**src/design/dfpca_pkg.sv**
```systemverilog
// Shared constants and types for the calibrated dust-sensor frame parser.
// Used by dust_frame_parser_calibrated_average_top; no dependencies.
package dfpca_pkg;

  localparam int WINDOW_DEPTH_DEFAULT = 10;

  localparam logic [7:0] HDR0 = 8'hAA;
  localparam logic [7:0] HDR1 = 8'hC0;
  localparam logic [7:0] TAIL = 8'hAB;

  localparam int CFG_INDEX_W = 2;
  localparam int CFG_DATA_W  = 16;
  localparam int GAIN_W      = 16;
  localparam int OFFSET_W    = 15;
  localparam int WORD_W      = 16;
  localparam int COUNT_OUT_W = 4;

  localparam logic [GAIN_W-1:0] UNITY_GAIN   = 16'd256;
  localparam logic [WORD_W-1:0] CLAMP_TENTHS = 16'd9990;

  typedef enum logic [CFG_INDEX_W-1:0] {
    REG_GAIN_PM25   = 2'd0,
    REG_OFFSET_PM25 = 2'd1,
    REG_GAIN_PM10   = 2'd2,
    REG_OFFSET_PM10 = 2'd3
  } cfg_reg_t;

  typedef logic [3:0] frame_pos_t;

  localparam frame_pos_t FP_HDR0    = 4'd0;
  localparam frame_pos_t FP_HDR1    = 4'd1;
  localparam frame_pos_t FP_PM25_LO = 4'd2;
  localparam frame_pos_t FP_PM25_HI = 4'd3;
  localparam frame_pos_t FP_PM10_LO = 4'd4;
  localparam frame_pos_t FP_PM10_HI = 4'd5;
  localparam frame_pos_t FP_EXTRA0  = 4'd6;
  localparam frame_pos_t FP_EXTRA1  = 4'd7;
  localparam frame_pos_t FP_CHECK   = 4'd8;
  localparam frame_pos_t FP_TAIL    = 4'd9;

endpackage

```
**src/design/dfpca_div.sv**
```systemverilog
// Bit-serial restoring divider: one quotient bit per cycle.
// Self-contained; the top level sizes it through its parameters.
module dfpca_div #(
  parameter int NUM_W = 20,
  parameter int DEN_W = 4
) (
  input  logic             clk,
  input  logic             rst,
  input  logic             start,
  input  logic [NUM_W-1:0] num,
  input  logic [DEN_W-1:0] den,
  output logic             done,
  output logic [NUM_W-1:0] quot
);

  localparam int CNT_W = $clog2(NUM_W + 1);

  logic             busy;
  logic [CNT_W-1:0] cnt;
  logic [DEN_W-1:0] rem;
  logic [DEN_W:0]   trial;
  logic             fits;
  logic [DEN_W:0]   diff;

  // The quotient register starts out holding the dividend and shifts it out MSB first.
  assign trial = {rem, quot[NUM_W-1]};
  assign fits  = trial >= {1'b0, den};
  assign diff  = trial - {1'b0, den};

  always_ff @(posedge clk) begin
    if (rst) begin
      busy <= 1'b0;
      cnt  <= '0;
      done <= 1'b0;
    end else if (start) begin
      busy <= 1'b1;
      cnt  <= CNT_W'(NUM_W);
      rem  <= '0;
      quot <= num;
      done <= 1'b0;
    end else if (busy) begin
      rem  <= fits ? diff[DEN_W-1:0] : trial[DEN_W-1:0];
      quot <= {quot[NUM_W-2:0], fits};
      cnt  <= cnt - 1'b1;
      if (cnt == CNT_W'(1)) begin
        busy <= 1'b0;
        done <= 1'b1;
      end else begin
        done <= 1'b0;
      end
    end else begin
      done <= 1'b0;
    end
  end

endmodule

```
**src/design/dust_frame_parser_calibrated_average_top.sv**
```systemverilog
// Dust-sensor frame parser with per-channel calibration and a moving average.
// Depends on dfpca_pkg and instantiates two dfpca_div dividers.
//
// Bytes that do not end a frame are taken one per cycle. The tail byte of a
// good frame starts the averaging pass, during which no byte is taken. Its
// steps, in order: calibration (multiply, then offset and clamp), the write of
// the history memory, the read-back of the stored values one entry per cycle
// with a drain of the read pipeline, the start of the dividers, the bit-serial
// division and the load of the output register. The last step is held back
// only while an earlier result still waits in the output register. A finished
// result sits in the output register until it is taken, while later bytes
// keep flowing in. The history memory needs no clearing after reset: only
// entries already written are ever summed.
module dust_frame_parser_calibrated_average_top #(
  parameter int WINDOW_DEPTH = dfpca_pkg::WINDOW_DEPTH_DEFAULT
) (
  input  logic                               clk,
  input  logic                               rst,
  input  logic                               in_valid,
  output logic                               in_ready,
  input  logic [7:0]                         rx_byte,
  output logic                               out_valid,
  input  logic                               out_ready,
  output logic [dfpca_pkg::WORD_W-1:0]       pm25_average,
  output logic [dfpca_pkg::WORD_W-1:0]       pm10_average,
  output logic [dfpca_pkg::COUNT_OUT_W-1:0]  sample_count,
  input  logic                               cfg_we,
  input  logic [dfpca_pkg::CFG_INDEX_W-1:0]  cfg_index,
  input  logic [dfpca_pkg::CFG_DATA_W-1:0]   cfg_data
);

  localparam int WORD_W = dfpca_pkg::WORD_W;
  localparam int CNT_W  = $clog2(WINDOW_DEPTH + 1);
  localparam int IDX_W  = (WINDOW_DEPTH > 1) ? $clog2(WINDOW_DEPTH) : 1;
  localparam int SUM_W  = WORD_W + CNT_W;
  localparam int PROD_W = WORD_W + dfpca_pkg::GAIN_W;
  localparam int CAL_W  = PROD_W + 2;

  typedef enum logic [2:0] {
    S_IDLE,
    S_MUL,
    S_CLAMP,
    S_WRITE,
    S_READ,
    S_DIV,
    S_WAIT,
    S_OUT
  } state_t;

  state_t state;

  // Configuration registers.
  logic [dfpca_pkg::GAIN_W-1:0]   gain_pm25;
  logic [dfpca_pkg::GAIN_W-1:0]   gain_pm10;
  logic [dfpca_pkg::OFFSET_W-1:0] offset_pm25;
  logic [dfpca_pkg::OFFSET_W-1:0] offset_pm10;

  // Parser state.
  dfpca_pkg::frame_pos_t frame_position;
  logic [WORD_W-1:0]     pm25_word;
  logic [WORD_W-1:0]     pm10_word;
  logic [7:0]            running_checksum;

  // Ring bookkeeping and the history memory: PM10 in the upper half, PM2.5 in the lower.
  logic [IDX_W-1:0]    write_pointer;
  logic [CNT_W-1:0]    fill_count;
  logic [2*WORD_W-1:0] hist [WINDOW_DEPTH];
  logic [2*WORD_W-1:0] rd_data;
  logic [IDX_W-1:0]    rd_addr;
  logic                rd_en;
  logic [CNT_W-1:0]    rd_issue;
  logic                rd_pend;

  // Datapath registers.
  logic [PROD_W-1:0] prod25;
  logic [PROD_W-1:0] prod10;
  logic [WORD_W-1:0] val25;
  logic [WORD_W-1:0] val10;
  logic [SUM_W-1:0]  sum25;
  logic [SUM_W-1:0]  sum10;

  logic             div_start;
  logic             div25_done;
  logic             div10_done;
  logic [SUM_W-1:0] quot25;
  logic [SUM_W-1:0] quot10;

  logic                         in_fire;
  logic [dfpca_pkg::GAIN_W-1:0] gain25_eff;
  logic [dfpca_pkg::GAIN_W-1:0] gain10_eff;
  logic [WORD_W-1:0]            cal25;
  logic [WORD_W-1:0]            cal10;

  assign in_ready = (state == S_IDLE);
  assign in_fire  = in_valid && in_ready;

  // A channel with both gain and offset at zero runs at unity gain.
  assign gain25_eff = (gain_pm25 == '0 && offset_pm25 == '0) ? dfpca_pkg::UNITY_GAIN
                                                             : gain_pm25;
  assign gain10_eff = (gain_pm10 == '0 && offset_pm10 == '0) ? dfpca_pkg::UNITY_GAIN
                                                             : gain_pm10;

  function automatic logic [WORD_W-1:0] clamp_cal(
    input logic [PROD_W-1:0]                 prod,
    input logic [dfpca_pkg::OFFSET_W-1:0]    offset
  );
    logic signed [CAL_W-1:0] v;
    logic signed [CAL_W-1:0] off_q8;
    logic signed [CAL_W-1:0] limit;
    off_q8 = $signed({{(CAL_W-dfpca_pkg::OFFSET_W-8){offset[dfpca_pkg::OFFSET_W-1]}},
                      offset, 8'h00});
    limit  = $signed({{(CAL_W-WORD_W-8){1'b0}}, dfpca_pkg::CLAMP_TENTHS, 8'h00});
    v      = $signed({2'b00, prod}) + off_q8;
    if (v[CAL_W-1]) begin
      clamp_cal = '0;
    end else if (v >= limit) begin
      clamp_cal = dfpca_pkg::CLAMP_TENTHS;
    end else begin
      clamp_cal = v[WORD_W+7:8];
    end
  endfunction

  assign cal25 = clamp_cal(prod25, offset_pm25);
  assign cal10 = clamp_cal(prod10, offset_pm10);

  always_ff @(posedge clk) begin
    if (rst) begin
      gain_pm25   <= dfpca_pkg::UNITY_GAIN;
      gain_pm10   <= dfpca_pkg::UNITY_GAIN;
      offset_pm25 <= '0;
      offset_pm10 <= '0;
    end else if (cfg_we) begin
      unique case (dfpca_pkg::cfg_reg_t'(cfg_index))
        dfpca_pkg::REG_GAIN_PM25:   gain_pm25   <= cfg_data;
        dfpca_pkg::REG_OFFSET_PM25: offset_pm25 <= cfg_data[dfpca_pkg::OFFSET_W-1:0];
        dfpca_pkg::REG_GAIN_PM10:   gain_pm10   <= cfg_data;
        dfpca_pkg::REG_OFFSET_PM10: offset_pm10 <= cfg_data[dfpca_pkg::OFFSET_W-1:0];
        default: ;
      endcase
    end
  end

  // History memory: one write port, one registered read port.
  always_ff @(posedge clk) begin
    if (state == S_WRITE) begin
      hist[write_pointer] <= {val10, val25};
    end
    if (rd_en) begin
      rd_data <= hist[rd_addr];
    end
  end

  // Reads start only after the write cycle, so a read never overlaps the write
  // of the same entry.
  assign rd_en   = (state == S_READ) && (rd_issue != fill_count);
  assign rd_addr = rd_issue[IDX_W-1:0];

  always_ff @(posedge clk) begin
    if (rst) begin
      state            <= S_IDLE;
      frame_position   <= dfpca_pkg::FP_HDR0;
      pm25_word        <= '0;
      pm10_word        <= '0;
      running_checksum <= '0;
      write_pointer    <= '0;
      fill_count       <= '0;
      rd_pend          <= 1'b0;
      out_valid        <= 1'b0;
    end else begin
      // In S_OUT a taken beat is replaced by the next one instead.
      if (out_valid && out_ready && state != S_OUT) begin
        out_valid <= 1'b0;
      end
      unique case (state)
        S_IDLE: begin
          if (in_fire) begin
            unique case (frame_position)
              dfpca_pkg::FP_HDR0: begin
                frame_position <= (rx_byte == dfpca_pkg::HDR0) ? dfpca_pkg::FP_HDR1
                                                               : dfpca_pkg::FP_HDR0;
              end
              dfpca_pkg::FP_HDR1: begin
                frame_position <= (rx_byte == dfpca_pkg::HDR1) ? dfpca_pkg::FP_PM25_LO
                                                               : dfpca_pkg::FP_HDR0;
              end
              dfpca_pkg::FP_PM25_LO: begin
                pm25_word        <= {8'h00, rx_byte};
                running_checksum <= rx_byte;
                frame_position   <= dfpca_pkg::FP_PM25_HI;
              end
              dfpca_pkg::FP_PM25_HI: begin
                pm25_word[15:8]  <= rx_byte;
                running_checksum <= running_checksum + rx_byte;
                frame_position   <= dfpca_pkg::FP_PM10_LO;
              end
              dfpca_pkg::FP_PM10_LO: begin
                pm10_word        <= {8'h00, rx_byte};
                running_checksum <= running_checksum + rx_byte;
                frame_position   <= dfpca_pkg::FP_PM10_HI;
              end
              dfpca_pkg::FP_PM10_HI: begin
                pm10_word[15:8]  <= rx_byte;
                running_checksum <= running_checksum + rx_byte;
                frame_position   <= dfpca_pkg::FP_EXTRA0;
              end
              dfpca_pkg::FP_EXTRA0: begin
                running_checksum <= running_checksum + rx_byte;
                frame_position   <= dfpca_pkg::FP_EXTRA1;
              end
              dfpca_pkg::FP_EXTRA1: begin
                running_checksum <= running_checksum + rx_byte;
                frame_position   <= dfpca_pkg::FP_CHECK;
              end
              dfpca_pkg::FP_CHECK: begin
                frame_position <= (rx_byte == running_checksum) ? dfpca_pkg::FP_TAIL
                                                                : dfpca_pkg::FP_HDR0;
              end
              dfpca_pkg::FP_TAIL: begin
                frame_position <= dfpca_pkg::FP_HDR0;
                if (rx_byte == dfpca_pkg::TAIL) state <= S_MUL;
              end
              default: frame_position <= dfpca_pkg::FP_HDR0;
            endcase
          end
        end
        S_MUL: begin
          prod25 <= PROD_W'(pm25_word) * PROD_W'(gain25_eff);
          prod10 <= PROD_W'(pm10_word) * PROD_W'(gain10_eff);
          state  <= S_CLAMP;
        end
        S_CLAMP: begin
          // With both gains at zero the raw words are stored without clamping.
          if (gain_pm25 == '0 && gain_pm10 == '0) begin
            val25 <= pm25_word;
            val10 <= pm10_word;
          end else begin
            val25 <= cal25;
            val10 <= cal10;
          end
          state <= S_WRITE;
        end
        S_WRITE: begin
          write_pointer <= (write_pointer == IDX_W'(WINDOW_DEPTH - 1)) ? '0
                                                                       : write_pointer + 1'b1;
          if (fill_count < CNT_W'(WINDOW_DEPTH)) begin
            fill_count <= fill_count + 1'b1;
          end
          rd_issue <= '0;
          rd_pend  <= 1'b0;
          sum25    <= '0;
          sum10    <= '0;
          state    <= S_READ;
        end
        S_READ: begin
          if (rd_pend) begin
            sum25 <= sum25 + SUM_W'(rd_data[WORD_W-1:0]);
            sum10 <= sum10 + SUM_W'(rd_data[2*WORD_W-1:WORD_W]);
          end
          if (rd_en) begin
            rd_issue <= rd_issue + 1'b1;
            rd_pend  <= 1'b1;
          end else begin
            rd_pend <= 1'b0;
            if (!rd_pend) begin
              state <= S_DIV;
            end
          end
        end
        S_DIV: begin
          state <= S_WAIT;
        end
        S_WAIT: begin
          if (div25_done && div10_done) begin
            state <= S_OUT;
          end
        end
        S_OUT: begin
          if (!out_valid || out_ready) begin
            pm25_average <= quot25[WORD_W-1:0];
            pm10_average <= quot10[WORD_W-1:0];
            sample_count <= dfpca_pkg::COUNT_OUT_W'(fill_count);
            out_valid    <= 1'b1;
            state        <= S_IDLE;
          end
        end
        default: state <= S_IDLE;
      endcase
    end
  end

  // Both dividers load at the edge that ends S_DIV and finish together.
  assign div_start = (state == S_DIV);

  dfpca_div #(
    .NUM_W (SUM_W),
    .DEN_W (CNT_W)
  ) u_div25 (
    .clk   (clk),
    .rst   (rst),
    .start (div_start),
    .num   (sum25),
    .den   (fill_count),
    .done  (div25_done),
    .quot  (quot25)
  );

  dfpca_div #(
    .NUM_W (SUM_W),
    .DEN_W (CNT_W)
  ) u_div10 (
    .clk   (clk),
    .rst   (rst),
    .start (div_start),
    .num   (sum10),
    .den   (fill_count),
    .done  (div10_done),
    .quot  (quot10)
  );

endmodule
```
**config.mk**
```make
export PLATFORM = sky130hd
export DESIGN_NAME = dust_frame_parser_calibrated_average_top
export DESIGN_NICKNAME = d
export VERILOG_FILES = /design/src/design/dfpca_pkg.sv /design/src/design/dfpca_div.sv /design/src/design/dust_frame_parser_calibrated_average_top.sv
export SDC_FILE = /design/constraint.sdc
export NUM_CORES = 2
export LEC_CHECK = 0
export BUFFER_PORTS_ARGS = -buffer_cell sky130_fd_sc_hd__buf_2
export CORE_MARGIN = 5
export CORE_UTILIZATION = 55
export CTS_CLUSTER_DIAMETER = 50
export DETAILED_ROUTE_END_ITERATION = 8
export PLACE_DENSITY = 0.79
export SETUP_SLACK_MARGIN = 0.02
export SYNTH_ARGS = -nofsm -noshare
export SYNTH_HDL_FRONTEND = slang
export SYNTH_SLANG_ARGS = --single-unit
```
**constraint.sdc**
```tcl
create_clock -name clk -period 11.2 [get_ports clk]
set_input_delay 2.24 -clock clk [delete_from_list [all_inputs] [get_ports clk]]
set_output_delay 2.24 -clock clk [all_outputs]
set_load 0.01 [all_outputs]
```
==> impl_summary.md <==
CTS
The H-tree was split into 3 levels. At the later pin of the worst-skew pair, clock insertion delay measures 0.65 ns. The number of clock sinks seen by CTS is 693. The setup fix buffers added after clock tree synthesis is 0. The maximum buffer depth of the clock tree is 3. CTS placed an instance of clkbuf_16 at the clock tree root. The clock tree from TritonCTS is done. The post-cts repair resize count is 0. Clock-pin slew was measured on the worst setup and hold paths at 0.06 ns. The number of buffers added to fix hold violations after cts is 0. Counting the buffers created by CTS gives 81.

Synth
The synthesized-area fraction occupied by and/or/nand/nor cells is 13.9%. The count of flip-flops with a built-in enable after synthesis is 560. The combinational family with the most area after synthesis is adder cells.

The post-synthesis share of cell area spent on xor and xnor gates is 2.35%. The post-synthesis adder-cell area fraction is 24.9%. The synthesized instance count is 4394.

In the synthesized netlist, mux cells make up 4.05% of the area. The number of synthesized register bits is 693. Yosys mapped the design onto 77 distinct sky130hd cell types. The number of nets in the synthesized netlist is 5135. In the synthesized netlist the dominant register cell turns out to be edfxtp_1.

The complex-gate fraction of the synthesized area is 8.27%. The share of flip-flops with an asynchronous set or reset is 0%. The synthesized netlist occupies a cell area of 0.0477 mm². Summing the sequential cell areas from Yosys gives 40.9% of the chip area. Yosys printed 0 warnings.

The synthesized area per cell is 10.8 µm².

Layout
Relative to the synthesized area, the layout overhead comes to 8.96%. The layout cell share with drive strength beyond 1 is 8.07%. The final-stage net count is 5121. Once layout is complete, the cells apart from fillers number 5610.

The finished cells cover 0.0519 mm². For this run, the share of the core covered by cells in the final layout is 60.1%.

Place
The worst-case setup slack after placement is 2.40 ns. At the end of routability-driven placement, the weighted congestion stood at 0.963. The quantity of I/O buffers inserted on ports is 68.

The half-perimeter wire length of the detailed placement result is 79000 µm. The area of placed instances is 0.0491 mm². The total instance count after detailed placement is 5452.

Setup path
STA classifies the critical path startpoint as a register. The startpoint identified for the worst register-to-register timing path is gain_pm10[10]. The worst register-to-register path ends at prod10[31]. STA puts the critical path data required time at 11.57 ns. The longest individual stage delay on the worst path is 0.85 ns. The launching element of the worst setup path is gain_pm10[10]. The number of cell instances on the worst register-to-register path is 24. The signal on the critical path passes through nor4_1 -> nand4_1 -> o21bai_2 -> nand2_1 -> fa_1 -> inv_1 -> fa_1 -> ha_1 -> fa_1 -> fa_1 -> inv_1 -> fa_1 -> inv_1 -> ha_1 -> a21oi_1 -> o21ai_0 -> or3_1 -> o21ai_0 -> o211ai_1 -> a31oi_1 -> nand2_1 -> a31o_2 -> a21oi_1 -> xnor2_1. The cell that appears most often on the critical path is fa_1. The highest net fanout along the worst path is 18.

The slowest stage of the critical path is the o21bai_2 cell. The arrival time of data at the critical path endpoint is 8.79 ns. The critical path class is reg -> reg. The reg2reg setup slack is 2.79 ns. The most critical setup path has its endpoint at prod10[31]. STA classifies the critical path endpoint as a register.

STA
Setup repair after global routing left no endpoint under its margin. Timing would allow up to 0.119 GHz. The share of the clock period used by the worst path is 75.1%. The final number of hold-violating endpoints came to 0.

The worst-case clock skew is 0.0330 ns. The slew at the pin with the worst max-slew slack is 1.22 ns. In the post-route analysis, the smallest setup slack over all paths is 2.79 ns.

The relative slew slack is 18.4%. In the final timing run, aggregate negative setup slack is 0 ns. The count of pins over their slew limit is 0. The number of setup violations in the final report is 0.

Subtracting the final worst setup slack from the clock period gives 8.41 ns.

Floorplanning
The floorplan step defined a die boundary enclosing 0.0926 mm². The die width is 304 µm. For this configuration, the core starts out at a cell density of 55.2%. After floorplanning, the core was divided into 108 placement rows. After floorplanning, the core was sized to cover 0.0863 mm². 69 I/O pins were placed.

The floorplan step set the die height to 304 µm.

Pwr
Summed over all cells, the static leakage comes to 21.6 nW. The ratio of total power to cell area is 129 mW/mm². VDD sags by at most 127 µV.

Global route
The initial antenna violation count is 10. The number of global-route vias before repair came to 33300. The total overflow left after global routing is 0. The first-pass GRT wire length is 181000 µm. Global routing used 24.4% of the available tracks. The largest net degree at the start of global routing is 101.

Drt
The routed wire length per instance is 20.1 µm. The via-per-instance ratio is 5.82. The total length of routed wires is 113000 µm.

The met2 wirelength from detailed routing is 54500 µm. The detailed router put a total of 44500 µm of wire on met1. The number of design rule violations left after detail routing is 0. Wire segments on met3 add up to 9180 µm in the final route.

The detail route stage leaves a number of antenna-violating nets equal to 0. The number of DRC markers after the initial detailed-route iteration is 2830. The highest layer touched by signal routing is met5. Before antenna repair, the detailed router went through 8 iterations. Detailed routing inserted a total of 32700 vias.

Run
The tool flagged a number of max-cap violations equal to 0.

Status
The run finished with clean final reports.

Worst hold path
The start point of the worst min-delay path is u_div10.quot[4]. The tightest min-delay check is of the reg -> reg type.
-- cells by family after synthesis --
kind of cell               after synthesis
xor gates and xnor gates               128
adders and majority gates              710
and+or+nand+nor                       1398
DFF                                    693
buffers and inverters                  723
muxes                                  112
AOI/OAI and AO/OA                      630
-- worst min-delay path by stage --
stage / to / cells after the start
global placement: pm10_average[14] / 0
CTS: pm10_average[4] / 0
detailed placement: pm10_average[4] / 0
global route: pm25_average[6] / 0
floorplan: pm10_average[0] / 0
finish: pm10_average[4] / 0
-- sequential cells by signal, indices dropped and copies added (netlist names), 16 cells and up --
register / cells
gain_pm10: 16
gain_pm25: 16
hist: 320
pm10_average: 16
pm10_word: 16
pm25_average: 16
pm25_word: 16
prod10: 24
prod25: 24
rd_data: 32
sum10: 20
sum25: 20
u_div10.quot: 20
u_div25.quot: 20
val10: 16
val25: 16
-- worst max-delay path: cells and delay by family (launching register included) --
family	cells	cell delay, ns
xor+xnor	1	0.08
fa+ha+maj	7	3.13
flops	1	0.51
buf+inv	3	0.16
compound gates	8	2.59
simple gates	5	1.63
-- Yosys cell counts, drive strengths merged, types with 54 or more instances --
cell type | count | area [µm²]
nor3 | 54 | 270
mux4 | 64 | 1440
nand2 | 664 | 2490
o21ai | 107 | 536
nor2b | 57 | 357
xnor2 | 82 | 718
clkbuf | 182 | 683
a21oi | 257 | 1290
inv | 519 | 1950
a211oi | 58 | 445
ha | 315 | 3940
edfxtp | 560 | 16800
nand3 | 62 | 315
and2 | 245 | 1530
nor2 | 171 | 642
fa | 395 | 7910
dfxtp | 133 | 2660
-- final cells by class --
class / instances / area [µm²]
repair buffers: 107 / 648
diodes: 7 / 17.5
well taps: 1155 / 1450
clock inverters: 55 / 684
clock buffers: 96 / 2150
inverters: 519 / 1950
flip-flops and latches: 693 / 19500
fillers: 6768 / 34400
multi-input cells: 2978 / 25600
-- layer usage --
layer,up-vias,GRT usage (%)
met1,16200,32.5
met5,-,0
met4,6,9.33
li1,14900,-
met2,1355,40.3
met3,253,4.32
-- metrics by stage --
stage / hold slack (ns) / power (mW)
2_1_floorplan: 0.426 / 3.73
3_3_place_gp: 0.432 / 3.96
3_5_place_dp: 0.434 / 3.99
4_1_cts: 0.442 / 6.74
5_1_grt: 0.453 / 6.98
6_report: 0.443 / 6.71
-- layout by cell type (no fill, tap or decap), types with 10 or more instances in the layout --
cell type	count
o21ai_0	106
buf_2	67
nor3_1	50
buf_4	39
and2_1	245
o21bai_1	13
clkbuf_1	11
a2111oi_0	10
o21a_1	23
a211oi_1	56
clkbuf_16	83
dfxtp_1	133
xnor2_1	82
bufinv_16	10
fa_1	395
mux2i_1	45
ha_1	315
nand2b_1	21
nand4_1	26
nor2b_1	57
a31oi_1	17
nor4_1	19
clkinv_2	14
a21o_1	48
inv_1	519
mux4_2	64
or3_1	12
nand2_1	663
nand3b_1	11
nand3_1	61
edfxtp_1	560
nor2_1	161
and3_1	19
a21oi_1	257
o211ai_1	14
xor2_1	46
-- power breakdown --
part | internal (mW) | total, mW | switching, mW
sequential | 2.94 | 3.05 | 0.102
combinational | 0.323 | 0.907 | 0.584
clock | 1.63 | 2.76 | 1.13
Note: power is estimated with default switching activity, not from simulation.
